## config.mk

```make
export PLATFORM = sky130hd
export DESIGN_NAME = qmn_norm
export DESIGN_NICKNAME = d
export VERILOG_FILES = /design/src/sv/qmn_pkg.sv /design/src/sv/qmn_norm.sv
export SDC_FILE = /design/constraint.sdc
export NUM_CORES = 1
export LEC_CHECK = 0
export BUFFER_PORTS_ARGS = -buffer_cell sky130_fd_sc_hd__buf_4
export CORE_MARGIN = 4
export CORE_UTILIZATION = 29
export DETAILED_ROUTE_END_ITERATION = 8
export PLACE_DENSITY = 0.41
export SETUP_SLACK_MARGIN = 0.4
export SYNTH_ARGS = -nofsm -noshare
export SYNTH_HDL_FRONTEND = slang
export SYNTH_SLANG_ARGS = --single-unit
```

## constraint.sdc

```tcl
create_clock -name clk -period 5.4 [get_ports clk]
set_clock_uncertainty 0.1 [all_clocks]
set_input_delay 0.27 -clock clk [delete_from_list [all_inputs] [get_ports clk]]
set_output_delay 0.27 -clock clk [all_outputs]
set_load 0.01 [all_outputs]
```

## src/sv/qmn_pkg.sv

```systemverilog
// Shared constants and a helper function for the normalized quaternion product pipeline.
// No dependencies.
package qmn_pkg;

	localparam int unsigned CW_DEFAULT = 32;

	localparam int unsigned IN_TGT     = 29;
	localparam int unsigned IN_MAG_W   = 30;
	localparam int unsigned PR_TGT     = 30;
	localparam int unsigned PR_MAG_W   = 31;
	localparam int unsigned PR_SIGN_W  = 63;
	localparam int unsigned TERM_W     = 62;
	localparam int unsigned SQ_W       = 62;
	localparam int unsigned SSUM_W     = 64;
	localparam int unsigned ROOT_W     = 32;

	function automatic logic [2:0] lead8(input logic [7:0] v);
		logic [2:0] p;
		p = '0;
		for (int b = 0; b < 8; b++) begin
			if (v[b])
				p = 3'(b);
		end
		return p;
	endfunction

endpackage

```

## src/sv/qmn_norm.sv

```systemverilog
// Block scaling of four signed components to a fixed leading-one position.
// Four pipeline stages. Depends on qmn_pkg.
module qmn_norm #(
	parameter int unsigned IN_W  = 32,
	parameter int unsigned OUT_W = 30,
	parameter int unsigned TGT   = 29
) (
	input  logic                    clk,
	input  logic                    arst_n,
	input  logic                    ce,
	input  logic                    in_valid,
	input  logic                    in_flag,
	input  logic signed [IN_W-1:0]  comp [4],
	output logic                    out_valid,
	output logic                    out_zero,
	output logic [3:0]              out_neg,
	output logic [OUT_W-1:0]        out_mag [4],
	output logic signed [OUT_W:0]   out_val [4]
);

	localparam int unsigned NCH   = (IN_W + 7) / 8;
	localparam int unsigned PAD_W = NCH * 8;
	localparam int unsigned LW    = $clog2(PAD_W);
	localparam int unsigned EXT_W = PAD_W + TGT;

	logic               valid_s1, valid_s2, valid_s3, valid_s4;
	logic               flag_s1, flag_s2, flag_s3, zero_s4;
	logic [3:0]         neg_s1, neg_s2, neg_s3, neg_s4;
	logic [PAD_W-1:0]   mag_s1 [4];
	logic [PAD_W-1:0]   mag_s2 [4];
	logic [PAD_W-1:0]   mag_s3 [4];
	logic [PAD_W-1:0]   or_s1;
	logic [NCH-1:0]     nz_s2;
	logic [2:0]         pos_s2 [NCH];
	logic [LW-1:0]      lead_s3;
	logic               zero_s3;
	logic [OUT_W-1:0]   mag_s4 [4];
	logic signed [OUT_W:0] val_s4 [4];

	logic [PAD_W-1:0]   mag_c [4];
	logic [PAD_W-1:0]   or_c;
	logic [LW-1:0]      lead_c;
	logic               zero_c;
	logic [OUT_W-1:0]   sh_c [4];
	logic [EXT_W-1:0]   ext_c [4];

	always_comb begin
		or_c = '0;
		for (int i = 0; i < 4; i++) begin
			mag_c[i] = comp[i][IN_W-1] ? PAD_W'($unsigned(IN_W'(-comp[i])))
				: PAD_W'($unsigned(comp[i]));
			or_c = or_c | mag_c[i];
		end
	end

	always_comb begin
		lead_c = '0;
		zero_c = 1'b1;
		for (int c = 0; c < NCH; c++) begin
			if (nz_s2[c]) begin
				lead_c = LW'(c * 8 + int'(pos_s2[c]));
				zero_c = 1'b0;
			end
		end
	end

	always_comb begin
		for (int i = 0; i < 4; i++) begin
			ext_c[i] = {mag_s3[i], {TGT{1'b0}}} >> lead_s3;
			sh_c[i] = ext_c[i][OUT_W-1:0];
		end
	end

	always_ff @(posedge clk or negedge arst_n) begin
		if (!arst_n) begin
			valid_s1 <= 1'b0;
			valid_s2 <= 1'b0;
			valid_s3 <= 1'b0;
			valid_s4 <= 1'b0;
		end else if (ce) begin
			valid_s1 <= in_valid;
			valid_s2 <= valid_s1;
			valid_s3 <= valid_s2;
			valid_s4 <= valid_s3;
		end
	end

	always_ff @(posedge clk) begin
		if (ce) begin
			flag_s1 <= in_flag;
			or_s1 <= or_c;
			for (int i = 0; i < 4; i++) begin
				neg_s1[i] <= comp[i][IN_W-1];
				mag_s1[i] <= mag_c[i];
			end
			flag_s2 <= flag_s1;
			neg_s2 <= neg_s1;
			mag_s2 <= mag_s1;
			for (int c = 0; c < NCH; c++) begin
				nz_s2[c] <= |or_s1[c*8 +: 8];
				pos_s2[c] <= qmn_pkg::lead8(or_s1[c*8 +: 8]);
			end
			flag_s3 <= flag_s2;
			neg_s3 <= neg_s2;
			mag_s3 <= mag_s2;
			lead_s3 <= lead_c;
			zero_s3 <= zero_c;
			zero_s4 <= flag_s3 | zero_s3;
			neg_s4 <= neg_s3;
			for (int i = 0; i < 4; i++) begin
				mag_s4[i] <= sh_c[i];
				val_s4[i] <= neg_s3[i] ? -$signed({1'b0, sh_c[i]}) : $signed({1'b0, sh_c[i]});
			end
		end
	end

	assign out_valid = valid_s4;
	assign out_zero  = zero_s4;
	assign out_neg   = neg_s4;
	assign out_mag   = mag_s4;
	assign out_val   = val_s4;

endmodule

```

# Yosys cells after proc, flatten, opt, wreduce, memory -nomap -nowiden
# Memory sizes are Yosys's and may differ from the RTL's.
# Index checks and enable logic that the tools add are counted.
[word_totals]
ramBits = 12
regBits = 694
output_inout_bits = 250
inputBits = 133
memories = 1
word_cells = 112
[classes]
muxes = 47
n_addsub = 11
bitwise = 4
shift = 4
n_reduce_logical = 5
[mem_list]
columns = ["memory", "depth", "width", "read_ports", "rd_clocked_by_memory_dff", "write_ports", "line", "text"]
rows = [
  ["pos_s2", 4, 3, 4, 0, 4, "qmn_norm.sv:34", "logic [2:0] pos_s2 [NCH];"],
]
[ops]
columns = ["operator", "count"]
rows = [
  ["61-bit by 5-bit >> shifter with 30-bit output", 4],
  ["32-bit 2-to-1 mux", 4],
  ["32-bit negation", 4],
  ["30-bit negation with 31-bit output", 4],
  ["30-bit 2-to-1 mux", 4],
  ["32-bit OR", 3],
  ["3-bit 2-to-1 mux", 29],
  ["8-bit OR reduction", 4],
  ["5-bit 2-to-1 mux", 3],
  ["5-bit by 3-bit adder with 5-bit output, first input constant", 2],
  ["1-bit 2-to-1 mux", 7],
  ["4-bit by 3-bit adder with 5-bit output, first input constant", 1],
  ["3-bit OR reduction", 1],
  ["1-bit OR", 1],
]

# Longest topological paths before layout
[logic_depth]
word_depth = 8
mapped_depth = 18
depth_no_buf = 10

# Least setup slack after synthesis
# Ideal clock, no wire load.
[synth_timing]
kind = "register to register"
start = "register lead_s3[0]"
end = "register val_s4, in the netlist out_val[24] (data pin)"
arrival_time_ns = 3.462
setup_time_ns = 0.262
n_path_buf = 6
path_stages_with_launch = 17
period_less_slack_ns = 3.824
setup_slack_ns = 1.576
t_required_ns = 5.038
path_cell_list = "edfxtp_1 buf_2 inv_1 buf_2 buf_2 buf_2 buf_2 buf_1 nand2_1 nand3_1 ha_1 nor3b_1 nand4_1 nor4_2 nand3_2 o31ai_1 xnor2_1"
[synth_via]
elab_chain_len = 3
[synth_rtl]
columns = ["item", "line", "text"]
rows = [
  ["start: declaration", "qmn_norm.sv:35", "logic [LW-1:0] lead_s3;"],
  ["start signal: assignment", "qmn_norm.sv:106", "lead_s3 <= lead_c;"],
  ["61-bit by 5-bit >> shifter with 30-bit output (*)", "qmn_norm.sv:69", "ext_c[i] = {mag_s3[i], {TGT{1'b0}}} >> lead_s3;"],
  ["30-bit negation with 31-bit output", "qmn_norm.sv:112", "val_s4[i] <= neg_s3[i] ? -$signed({1'b0, sh_c[i]}) : $signed({1'b0, sh_c[i]});"],
  ["30-bit 2-to-1 mux (*)", "qmn_norm.sv:112", ""],
  ["end signal: indexed assignment", "qmn_norm.sv:112", ""],
  ["end: declaration", "qmn_norm.sv:38", "logic signed [OUT_W:0] val_s4 [4];"],
]
# Mark *: on every way between the ends. The rest lies on a longest branch, timed or not.
# A chain may end at the register's enable or synchronous reset.

==> qor.txt <==
status - completed
RSZ-0062 raised after global routing - false
Startpoint Class - flop
Distinct cells, synth - 106
Required @ worst endpoint - 5680 ps
initial antenna violation count - 5
Hold Crit Class - primary input to flop
most repeated library cell on the critical path - buf_4
DR vias/cell - 5.37
GR Util met3 - 3.30%
Die H - 362 µm
Worst-Skew Late Latency - 670 ps
Worst Setup SP - lead_s3[3]
DRC viols - 0
Buf+Inv Stages, Crit Path - 2
Internal - 10800 µW
final wirelength - 142000 µm
met2 usage - 34.9%
Pwr Total - 15000 µW
ys async rst share - 0.570%
global-route wire length before repair - 201000 µm
TritonRoute pass-1 iters - 6
worst path cell trace - buf_4, buf_4, mux4_2, mux2i_1, o22ai_1, nor4_1, nand2_1, o31ai_1, xnor2_1
Post-Syn Area - 36300 µm²
# IOs - 383
worst-case reg-to-reg path depth - 9
vias in the first global route - 26100
final setup fails - 0
Post-Place Worst Slack - 902 ps
Util after Layout - 36.3%
Iter 0 DRT Violations - 2272
TritonCTS clock tree - yes
num rows - 129
most frequent cells in the layout - edfxtp_1 (698), buf_4 (450), nand2_1 (205), xnor2_1 (198), dlygate4sd3_1 (140)
initial core utilization - 29.3%
CP max stage delay - 1150 ps
CTS sink count - 702
routability congestion estimate - 0.923
fmax - 0.218 GHz
reg2reg end - out_val[114]
Worst-path clk slew - 70 ps
Crit. End Element - flop
HPWL after DPL - 108000 µm
critical path arrival - 4870 ps
Max Fanout on Critical Path - 28
post-route clock period utilization - 84.9%
Clock Power Share - 34.6%
met1 GRT Util - 28.3%
clk buf depth - 3
filler instances - 12000
#FFs+latches synth - 702
H-tree depth - 3
layout cell share with drive strength beyond 1 - 25.6%
antenna-violating nets left - 0
Syn-to-layout area delta - 23.9%
GRT busiest layer - met2
Final Max Tran Viols - 0
measured slew at the worst slew-check pin - 1210 ps
Post-synth EDFFs - 698
fin crit period - 4590 ps
P_sw - 4220 µW
GRT Total Usage - 21.1%
MaxCap Viol Count - 0
R2R Path Start - lead_s3[3]
Die X - 362 µm
Switching Share - 28.2%
R2R setup slack - 810 ps
Critical Path Stages - 9
NumNets Final - 3267
Yosys warnings - 0
CP endpoint - out_val[114]
Seq pwr share - 47.2%
Synthesized Nets - 2743
Buffers on Ports - 382
Slowest cell on crit path - edfxtp_1
Cells after Synth - 2602
WL per Instance - 29.4 µm
gr ovfl total - 0
Peak VDD IR - 0.000209 V
hold path depth - 2
WHS - 32.7 ps
setup_tns - 0 ps
Syn Area/Cell - 13.9 µm²
most common cell after layout, fill and taps aside - edfxtp_1
Worst slew margin - 19.3%
setup ws final - 815 ps
vias - 25900
top_reg_cell synth - edfxtp_1
post-CTS sizing - 0
Final Hold Vio Count - 0
pwr dens - 333 nW/µm²
largest net degree at the start of global routing - 156
die area - 131000 µm²
Root Driver - clkbuf_16
Comb pwr share - 18.3%
Top delay family on crit path - flip-flops
Inserted Clock Buffers - 80
sequential share of the synthesized area - 58.1%
WS Path Type - flop to flop
leak pwr - 0.0160 µW
core area - 124000 µm²
-- worst register-to-register path: stages (launching register included) --
cell	delay, ps
edfxtp_1	1150
buf_4	370
buf_4	310
mux4_2	360
mux2i_1	360
o22ai_1	290
nor4_1	550
nand2_1	330
o31ai_1	360
xnor2_1	130
-- cell type report --
| class | count | area (µm²) | area share (%) |
|---|---|---|---|
| Tap cell | 1637 | 2050 | 4.56 |
| Timing Repair Buffer | 604 | 5050 | 11.2 |
| Sequential cell | 702 | 21100 | 46.9 |
| Inverter | 66 | 248 | 0.551 |
| Multi-Input combinational cell | 1672 | 14000 | 31.2 |
| Clock buffer | 99 | 2090 | 4.66 |
| Antenna cell | 3 | 7.51 | 0.0167 |
| Clock inverter | 48 | 405 | 0.902 |
-- cells by family (layout without fill, tap and decap cells) --
logic type / after synthesis / after routing / synth area share, %
other: 0 / 3 / 0
multiplexers: 314 / 314 / 14.1
AO/OA/AOI/OAI: 508 / 508 / 10.1
buffers and inverters: 228 / 817 / 3.29
XOR/XNOR: 227 / 227 / 5.48
flip-flops: 702 / 702 / 58.1
AND/OR/NAND/NOR: 615 / 615 / 8.74
adder cells (fa/ha/maj): 8 / 8 / 0.276
-- worst min path at each step --
stage | from | end | slack (ps)
2_1_floorplan | arst_n | out_valid | -130
3_3_place_gp | arst_n | out_valid | -40
3_5_place_dp | arst_n | valid_s2 | -30
4_1_cts | comp[106] | mag_s1[106] | 7
5_1_grt | comp[106] | mag_s1[106] | 20
6_report | comp[106] | mag_s1[106] | 30
-- cells in the mapped netlist (all sizes together) (6+ instances only) --
cell	n	area, µm²
o41ai	23	262
inv	65	244
nand3b	8	60.1
a21oi	65	325
mux2	64	728
nor2	121	454
o31a	6	52.6
buf	95	693
xor2	29	254
a31oi	15	93.8
nor2b	20	125
and2	15	96.4
o2bb2ai	7	61.3
nor4	23	193
or2	15	93.9
nor3	32	170
nand4	19	134
o211ai	14	105
and3	7	43.8
a2bb2oi	6	58.8
nand3	35	185
mux2i	106	1060
o31ai	67	527
o32ai	6	52.6
xnor2	198	1730
a22oi	17	133
a221oi	13	114
a211oi	14	105
clkbuf	67	251
a21o	12	90.1
mux4	144	3310
or3	20	125
o221ai	14	123
nand2	207	782
a32oi	10	87.6
nand2b	24	150
a22o	6	52.6
o22ai	35	219
o21ai	110	551
ha	8	100
edfxtp	698	21000
a221o	9	91.3
or4	47	353
a211o	9	78.8
-- timing repair --
action,in CTS,in global routing
buffers inserted,0,0
hold buffers,140,0
endpoints found under the hold margin,159,0
-- power groups by stage --
stage / Clock [µW] / Sequential, µW / Combinational [µW]
after detailed placement: 0 / 7190 / 2650
after CTS: 5370 / 7070 / 2740
after floorplan: 0 / 7030 / 1380
final: 5180 / 7070 / 2730
after global routing: 5610 / 7110 / 2910
after global placement: 0 / 7180 / 2660
-- metrics by stage --
stage / area [µm²] / cells
6_report: 44900 / 4831
5_1_grt: 44900 / 4829
4_1_cts: 44900 / 4828
3_5_place_dp: 41000 / 4541
3_3_place_gp: 41000 / 4541
2_1_floorplan: 36300 / 2602
-- sequential cells by signal, indices dropped and copies added, names as in the netlist, 4 cells and up --
name	count
pos_s2	12
mag_s1	128
out_val	120
neg_s1	4
mag_s2	128
nz_s2	4
or_s1	32
out_mag	120
neg_s3	4
lead_s3	5
mag_s3	128
out_neg	4
neg_s2	4
-- per-layer routing --
metal / vias to the layer above / part of all wire [%] / wire length, µm
met5: - / 0.0085 / 12
met2: 1121 / 48 / 67700
li1: 11400 / - / -
met3: 236 / 5.7 / 8130
met1: 13200 / 43 / 61100
met4: 2 / 3.5 / 4930
Power figures use the tool's default switching activity.
